[config.mk]
export PLATFORM = sky130hd
export DESIGN_NAME = largest_gap_bisect_channel_picker
export DESIGN_NICKNAME = d
export VERILOG_FILES = /design/src/hw/rtl/lgbcp_pkg.sv /design/src/hw/rtl/lgbcp_align.sv /design/src/hw/rtl/largest_gap_bisect_channel_picker.sv
export SDC_FILE = /design/constraint.sdc
export NUM_CORES = 2
export LEC_CHECK = 0
export ABC_AREA = 0
export BUFFER_PORTS_ARGS = -buffer_cell sky130_fd_sc_hd__buf_2
export CAP_MARGIN = 5
export CELL_PAD_IN_SITES_DETAIL_PLACEMENT = 0
export CELL_PAD_IN_SITES_GLOBAL_PLACEMENT = 1
export CORE_ASPECT_RATIO = 0.7
export CORE_MARGIN = 5
export CORE_UTILIZATION = 45
export DETAILED_ROUTE_END_ITERATION = 7
export PLACE_DENSITY = 0.73
export SYNTH_ARGS = -nofsm -noshare
export SYNTH_HDL_FRONTEND = slang
export SYNTH_SLANG_ARGS = --single-unit
export TNS_END_PERCENT = 30
[constraint.sdc]
create_clock -name clk -period 18.3 [get_ports clk]
set_clock_uncertainty 0.15 [all_clocks]
set_input_delay 2.745 -clock clk [delete_from_list [all_inputs] [get_ports clk]]
set_output_delay 2.745 -clock clk [all_outputs]
set_load 0.02 [all_outputs]
[src/hw/rtl/lgbcp_pkg.sv]
package lgbcp_pkg;

  localparam int NUM_CHANNELS = 1024;
  localparam int CHAN_W       = 10;
  localparam int STEP_W       = 5;
  localparam int RND_W        = 9;
  localparam int CNT_W        = $clog2(CHAN_W);

  localparam logic KIND_SCHEDULE = 1'b0;
  localparam logic KIND_CLEAR    = 1'b1;

  localparam logic [CHAN_W-1:0] LAST_CHAN = CHAN_W'(NUM_CHANNELS - 1);

  typedef struct packed {
    logic              kind;
    logic [CHAN_W-1:0] range_low;
    logic [CHAN_W-1:0] range_high;
    logic              direction;
    logic [RND_W-1:0]  random_value;
  } req_t;

  typedef struct packed {
    logic              found;
    logic [CHAN_W-1:0] channel;
  } resp_t;

  function automatic logic [CHAN_W-1:0] sat_chan(input logic [CHAN_W-1:0] v);
    return (v > LAST_CHAN) ? LAST_CHAN : v;
  endfunction

endpackage

[src/hw/rtl/lgbcp_align.sv]
// Rounds a channel down to a multiple of the step: bit-serial remainder, one bit a cycle.
module lgbcp_align (
  input  logic                              clk,
  input  logic                              rst,
  input  logic                              go,
  input  logic [lgbcp_pkg::CHAN_W-1:0]      value,
  input  logic [lgbcp_pkg::STEP_W-1:0]      step,
  output logic                              done,
  output logic [lgbcp_pkg::CHAN_W-1:0]      result
);

  logic                             active;
  logic [lgbcp_pkg::CNT_W-1:0]      cnt;
  logic [lgbcp_pkg::CHAN_W-1:0]     val;
  logic [lgbcp_pkg::STEP_W-1:0]     dvs;
  logic [lgbcp_pkg::STEP_W-1:0]     rem;
  logic [lgbcp_pkg::STEP_W:0]       trial;

  assign trial  = {rem, val[cnt]};
  assign result = val - lgbcp_pkg::CHAN_W'(rem);

  always_ff @(posedge clk) begin
    if (rst) begin
      active <= 1'b0;
      done   <= 1'b0;
    end else begin
      done <= 1'b0;
      if (go) begin
        active <= 1'b1;
        val    <= value;
        dvs    <= (step == '0) ? lgbcp_pkg::STEP_W'(1) : step;
        rem    <= '0;
        cnt    <= lgbcp_pkg::CNT_W'(lgbcp_pkg::CHAN_W - 1);
      end else if (active) begin
        if (trial >= {1'b0, dvs}) begin
          rem <= lgbcp_pkg::STEP_W'(trial - {1'b0, dvs});
        end else begin
          rem <= trial[lgbcp_pkg::STEP_W-1:0];
        end
        if (cnt == '0) begin
          active <= 1'b0;
          done   <= 1'b1;
        end else begin
          cnt <= cnt - 1'b1;
        end
      end
    end
  end

endmodule

[src/hw/rtl/largest_gap_bisect_channel_picker.sv]
// Picks a channel in the widest untried gap of a range (its middle, or a point offset by the
// random value when the gap is wider than four), rounded down to a multiple of align_step. A
// transaction is taken when start is high and busy low; each transaction gives exactly one
// result, shown for a single cycle with done high, and the receiver cannot stall it, so it
// must capture resp whenever done is seen. The tried bitmap lives in a memory read one bit a
// cycle, which sets the rate. A schedule transaction that picks a channel marks range_low and
// range_high as tried, scans the range, picks, aligns in ten remainder steps, writes the pick
// back as tried and shows the result; one whose widest gap is too narrow skips alignment and
// write-back; a range with low not below high also skips the scan. A clear transaction sweeps
// all 1024 entries. After reset the same clearing sweep runs with busy high and gives no
// result. align_step may be written only while busy is low and no result is pending.
module largest_gap_bisect_channel_picker (
  input  logic                           clk,
  input  logic                           rst,
  input  logic                           start,
  input  lgbcp_pkg::req_t                req,
  output logic                           busy,
  output logic                           done,
  output lgbcp_pkg::resp_t               resp,
  input  logic                           cfg_we,
  input  logic [lgbcp_pkg::STEP_W-1:0]   cfg_wdata
);

  localparam int CW = lgbcp_pkg::CHAN_W;

  localparam logic [2:0] ST_IDLE    = 3'd0;
  localparam logic [2:0] ST_CLR     = 3'd1;
  localparam logic [2:0] ST_MARK_LO = 3'd2;
  localparam logic [2:0] ST_MARK_HI = 3'd3;
  localparam logic [2:0] ST_SCAN    = 3'd4;
  localparam logic [2:0] ST_CALC    = 3'd5;
  localparam logic [2:0] ST_ALIGN   = 3'd6;
  localparam logic [2:0] ST_WRITE   = 3'd7;

  logic [2:0]                      state;
  logic [lgbcp_pkg::STEP_W-1:0]    align_step;

  logic                            tried_mem [lgbcp_pkg::NUM_CHANNELS];
  logic                            mem_we;
  logic [CW-1:0]                   mem_waddr;
  logic                            mem_wdata;
  logic                            rd_bit;

  logic [CW-1:0]                   lo;
  logic [CW-1:0]                   hi;
  logic                            dir;
  logic [lgbcp_pkg::RND_W-1:0]     rnd;
  logic                            clr_report;

  logic [CW-1:0]                   ptr;
  logic [CW-1:0]                   end_ch;
  logic                            iss_vld;
  logic                            chk_vld;
  logic [CW-1:0]                   chk_ptr;
  logic [CW-1:0]                   prev;
  logic [CW-1:0]                   best_p1;
  logic [CW-1:0]                   run_start;
  logic [CW-1:0]                   run_stop;
  logic [CW-1:0]                   aligned;

  logic                            is_tried;
  logic [CW-1:0]                   len_p1;
  logic [CW-1:0]                   best;
  logic [CW-2:0]                   half;
  logic [CW-3:0]                   quart;
  logic [CW-2:0]                   r_sat;
  logic [CW:0]                     far_sum;
  logic [CW:0]                     mid_sum;
  logic [CW-1:0]                   pick_calc;

  logic                            al_go;
  logic                            al_done;
  logic [CW-1:0]                   al_result;

  assign busy = (state != ST_IDLE);

  // scan datapath
  assign is_tried = rd_bit || (chk_ptr == end_ch);
  assign len_p1   = dir ? (prev - chk_ptr) : (chk_ptr - prev);

  // pick datapath
  assign best      = best_p1 - 1'b1;
  assign half      = best[CW-1:1];
  assign quart     = half[CW-2:1];
  assign r_sat     = (CW'(rnd) > CW'(half)) ? half : (CW-1)'(rnd);
  assign far_sum   = {1'b0, run_start} + (CW+1)'(r_sat) + (CW+1)'(quart);
  assign mid_sum   = {1'b0, run_start} + {1'b0, run_stop};
  assign pick_calc = (best > CW'(4))
                   ? ((far_sum > (CW+1)'(lgbcp_pkg::LAST_CHAN))
                      ? lgbcp_pkg::LAST_CHAN : far_sum[CW-1:0])
                   : mid_sum[CW:1];

  assign al_go = (state == ST_CALC) && (best_p1 > CW'(2));

  lgbcp_align u_align (
    .clk    (clk),
    .rst    (rst),
    .go     (al_go),
    .value  (pick_calc),
    .step   (align_step),
    .done   (al_done),
    .result (al_result)
  );

  always_comb begin
    mem_we    = 1'b0;
    mem_waddr = ptr;
    mem_wdata = 1'b0;
    unique case (state)
      ST_CLR: begin
        mem_we = 1'b1;
      end
      ST_MARK_LO: begin
        mem_we    = 1'b1;
        mem_waddr = lo;
        mem_wdata = 1'b1;
      end
      ST_MARK_HI: begin
        mem_we    = 1'b1;
        mem_waddr = hi;
        mem_wdata = 1'b1;
      end
      ST_WRITE: begin
        mem_we    = 1'b1;
        mem_waddr = aligned;
        mem_wdata = 1'b1;
      end
      default: begin
        mem_we = 1'b0;
      end
    endcase
  end

  always_ff @(posedge clk) begin
    if (mem_we) begin
      tried_mem[mem_waddr] <= mem_wdata;
    end
    rd_bit <= tried_mem[ptr];
  end

  always_ff @(posedge clk) begin
    if (rst) begin
      align_step <= lgbcp_pkg::STEP_W'(1);
    end else if (cfg_we) begin
      align_step <= cfg_wdata;
    end
  end

  always_ff @(posedge clk) begin
    if (rst) begin
      state      <= ST_CLR;
      ptr        <= '0;
      clr_report <= 1'b0;
      done       <= 1'b0;
      iss_vld    <= 1'b0;
      chk_vld    <= 1'b0;
    end else begin
      done <= 1'b0;
      unique case (state)
        ST_IDLE: begin
          if (start) begin
            lo  <= lgbcp_pkg::sat_chan(req.range_low);
            hi  <= lgbcp_pkg::sat_chan(req.range_high);
            dir <= req.direction;
            rnd <= req.random_value;
            if (req.kind == lgbcp_pkg::KIND_CLEAR) begin
              state      <= ST_CLR;
              ptr        <= '0;
              clr_report <= 1'b1;
            end else begin
              state <= ST_MARK_LO;
            end
          end
        end
        ST_CLR: begin
          if (ptr == lgbcp_pkg::LAST_CHAN) begin
            state <= ST_IDLE;
            if (clr_report) begin
              done <= 1'b1;
              resp <= '0;
            end
          end else begin
            ptr <= ptr + 1'b1;
          end
        end
        ST_MARK_LO: begin
          state <= ST_MARK_HI;
        end
        ST_MARK_HI: begin
          best_p1 <= '0;
          prev    <= dir ? hi : lo;
          end_ch  <= dir ? lo : hi;
          ptr     <= dir ? (hi - 1'b1) : (lo + 1'b1);
          chk_vld <= 1'b0;
          if (lo < hi) begin
            iss_vld <= 1'b1;
            state   <= ST_SCAN;
          end else begin
            state <= ST_CALC;
          end
        end
        ST_SCAN: begin
          chk_vld <= iss_vld;
          chk_ptr <= ptr;
          if (iss_vld) begin
            if (ptr == end_ch) begin
              iss_vld <= 1'b0;
            end else begin
              ptr <= dir ? (ptr - 1'b1) : (ptr + 1'b1);
            end
          end
          if (chk_vld && is_tried) begin
            if (len_p1 > best_p1) begin
              best_p1   <= len_p1;
              run_start <= dir ? chk_ptr : prev;
              run_stop  <= dir ? prev : chk_ptr;
            end
            prev <= chk_ptr;
          end
          if (chk_vld && (chk_ptr == end_ch)) begin
            state <= ST_CALC;
          end
        end
        ST_CALC: begin
          if (best_p1 > CW'(2)) begin
            state <= ST_ALIGN;
          end else begin
            state <= ST_IDLE;
            done  <= 1'b1;
            resp  <= '0;
          end
        end
        ST_ALIGN: begin
          if (al_done) begin
            aligned <= al_result;
            state   <= ST_WRITE;
          end
        end
        ST_WRITE: begin
          state        <= ST_IDLE;
          done         <= 1'b1;
          resp.found   <= 1'b1;
          resp.channel <= aligned;
        end
        default: begin
          state <= ST_IDLE;
        end
      endcase
    end
  end

endmodule

==> impl_metrics.tcl <==
set metrics [dict create \
    cts_resized 0 \
    r2r_slack_ns 12.23 \
    multiInputGateArea_sq_um 18100 \
    grt_overflow 0 \
    synth.mux.area_fraction_pct 12.2 \
    cts_tree "built" \
    dr.pass1.iters 8 \
    outcome "finished, final reports clean" \
    path_buf_inv 1 \
    place_area_sq_um 56700 \
    critical_path.top_delay_family "compound AO/OA/AOI/OAI gates" \
    syn_nets 4298 \
    track_usage_pct 23.8 \
    gp_congestion 0.860 \
    rows 107 \
    max_freq_mhz 165 \
    die_w_um 429 \
    power_density_nw_per_um2 134 \
    slew_headroom_pct 15.0 \
    insertion_delay_ns 0.76 \
    post_route_cells_drive_above_1_share_pct 13.9 \
    path_common_cell "o21a_1" \
    tns_ns 0 \
    fin_nets 4179 \
    syn_area_per_cell_sq_um 13.3 \
    grt_max_degree 164 \
    crit_fanout 7 \
    yosys_warnings 0 \
    synth_cell_types 79 \
    hold_depth 0 \
    clock_sinks 1184 \
    drtIter0Drc 4728 \
    diodes 0 \
    hold_path.class "register to register" \
    grt_pass1_vias 32700 \
    async_flop_share_pct 0 \
    critPathArrivalTime_ns 6.41 \
    drt_wl_total_um 158000 \
    hp-start "align_step[1]$_SDFFE_PP0P_" \
    dp.cells 5569 \
    synthSimpleGateAreaFrac_pct 11.4 \
    worst_pin_slew_ns 1.27 \
    dp_hpwl_um 89900 \
    fin_area_sq_um 60200 \
    netlist_instances 4164 \
    synth_top_family_by_area "multiplexers" \
    endpoint_kind "register" \
    top_regs "tried_mem x1024, resp x11" \
    worstHoldEndpoint "u_align.dvs[1]$_SDFFCE_PN0P_" \
    die_area_sq_um 130000 \
    fin_util_pct 49.4 \
    synth_ff_type "edfxtp_1" \
    drc 0 \
    cp_cell_sequence "inv_1, ha_1, xnor2_1, ha_1, nor2b_1, o21a_1, o21a_1, o21a_1, o21a_1, o22ai_1, maj3_1, o31a_1, mux2_2, fa_1, ha_1, a21o_1, a21oi_1, o21ai_0, a21oi_1, o21bai_1, a21oi_1, o21a_1, nand3_1, o21a_1" \
    largest-register "tried_mem" \
    final_max_slew_viol_count 0 \
    core_area_sq_um 122000 \
    fin_cells 5768 \
    finalHoldViolCount 0 \
    pre_cts_slack_ns 12.28 \
    final_common_cell "edfxtp_1" \
    start_util_pct 45.3 \
    register_area_sq_um 35300 \
    synth_top_area_share_pct 63.0 \
    wl_met3_um 16200 \
    cpMaxStageDelayCell "fa_1" \
    worstSetupPathType "register to register" \
    synthTopCellsByArea "edfxtp_1, mux4_2, nor2_1" \
    setup_violations 0 \
    fin_crit_sh_pct 33.2 \
    whs_ns 0.314 \
    met2_length_um 69400 \
    layout_common_cells "edfxtp_1, nor2_1, mux4_2" \
    ir_drop_uv 123 \
    top_layer_used "met5" \
    r2r-start "best_p1[0]$_SDFFCE_PN0P_" \
    max_stage_delay_ns 0.48 \
    fp.dieH_um 303 \
    synth_seq_cells 1184 \
    drtAntennaViolNets 0 \
    cts.clk_slew.worst_paths_ns 0.07 \
    largest_register_ffs 1024 \
    ioPinCount 53 \
    vias 34800 \
    maxCapViolCount 0 \
    wl_met1_um 69000 \
    syn_area_sq_um 55200 \
    postLayoutSetupSlackWorst_ns 12.23 \
    portBuffers 52 \
    r2r_cells 24 \
    cts_buffers 109 \
    grt_pass1_wl_um 228000 \
    p_total_mw 8.06 \
    h-tree-depth 3 \
    nFillCells 10600 \
    cp_data_required_time_ns 18.65 \
    fin_crit_ns 6.07 \
    cp-start-kind "register" \
    grt_setup_unrepaired "no" \
    cts.hold.buffers_added 0 \
    synth_edf_count 1159 \
    route.detailed.wl_per_inst_um 27.4 \
    ys_seq_area_share_pct 63.9 \
    clk_path_buf_depth 3 \
    yosysTopAreaCell "edfxtp_1" \
    synth-xor-area-share_pct 1.25 \
    grt_antenna_before_repair 6 \
    via_per_inst 6.03 \
    synth_compound_area_share_pct 5.13 \
    root_buffer "clkbuf_16" \
    power.leakage_nw 18.9 \
    r2r_end "u_align.val[8]$_DFFE_PP_" \
    synthAdderAreaFrac_pct 2.30 \
    syn2layout_area_growth_pct 9.02 \
    cts_setup_buffers 0 \
]
power by group:
group	internal, mW	leakage [nW]	switching [mW]
registers	3.24	10.9	0.0884
logic	0.736	6.28	1.70
clock network	1.27	1.71	1.04
worst register-to-register path, cell delays in order (launching register included):
cell	delay [ns]
edfxtp_1	0.44
inv_1	0.11
ha_1	0.23
xnor2_1	0.27
ha_1	0.31
nor2b_1	0.13
o21a_1	0.16
o21a_1	0.16
o21a_1	0.16
o21a_1	0.16
o22ai_1	0.16
maj3_1	0.19
o31a_1	0.36
mux2_2	0.40
fa_1	0.48
ha_1	0.29
a21o_1	0.17
a21oi_1	0.21
o21ai_0	0.11
a21oi_1	0.23
o21bai_1	0.09
a21oi_1	0.25
o21a_1	0.33
nand3_1	0.12
o21a_1	0.15
per-layer routing:
metal  vias up  global-route usage (%)
met5         -                       0
met4         4                    5.22
met3       241                    5.12
met2      1739                    35.6
met1     17800                    36.3
li1      15000                       -
synth_stat cells (5+ instances only):
library cell	count
a211oi_1	28
a21boi_0	7
a21o_1	13
a21oi_1	60
a221o_1	8
a221oi_1	19
a22oi_1	40
a311oi_1	6
a31oi_1	17
and2_1	24
and3_1	9
buf_1	14
buf_2	75
buf_4	20
buf_6	16
clkbuf_1	233
dfxtp_1	25
edfxtp_1	1159
fa_1	11
ha_1	83
inv_1	103
mux2_2	30
mux2i_1	95
mux4_1	34
mux4_2	202
nand2_1	193
nand2b_1	10
nand3_1	54
nand4_1	14
nor2_1	1151
nor2b_1	21
nor3_1	40
nor4_1	16
o211ai_1	11
o21a_1	15
o21ai_0	95
o221ai_1	12
o22ai_1	34
or2_2	5
xnor2_1	53
xor2_1	26
cell type report:
class	count	area share, %
clock buffer	141	4.80
inverter	105	0.667
sequential	1184	58.7
timing repair buffer	133	1.46
tap	1635	3.40
multi-input combinational	2512	30.0
clock inverter	58	1.04
worst max-delay path by stage:
stage,start,slack (ns),end,cells past startpoint
CTS,best_p1[0]$_SDFFCE_PN0P_,12.25,u_align.val[8]$_DFFE_PP_,24
global placement,best_p1[0]$_SDFFCE_PN0P_,12.27,u_align.val[8]$_DFFE_PP_,24
floorplan,state[1]$_SDFFE_PP0P_,3.63,tried_mem[800]$_DFFE_PP_,8
global route,best_p1[0]$_SDFFCE_PN0P_,11.77,u_align.val[8]$_DFFE_PP_,24
detailed placement,best_p1[0]$_SDFFCE_PN0P_,12.28,u_align.val[8]$_DFFE_PP_,24
finish,best_p1[0]$_SDFFCE_PN0P_,12.23,u_align.val[8]$_DFFE_PP_,24
cell families (layout without fill, tap and decap cells):
family                   after synthesis  in the layout
adder cells (fa/ha/maj)               95             95
flip-flops                          1184           1184
AO/OA/AOI/OAI                        419            419
multiplexers                         361            361
AND/OR/NAND/NOR                     1558           1558
XOR/XNOR                              79             79
buffers and inverters                468            437
(Power assumes the default switching activity.)
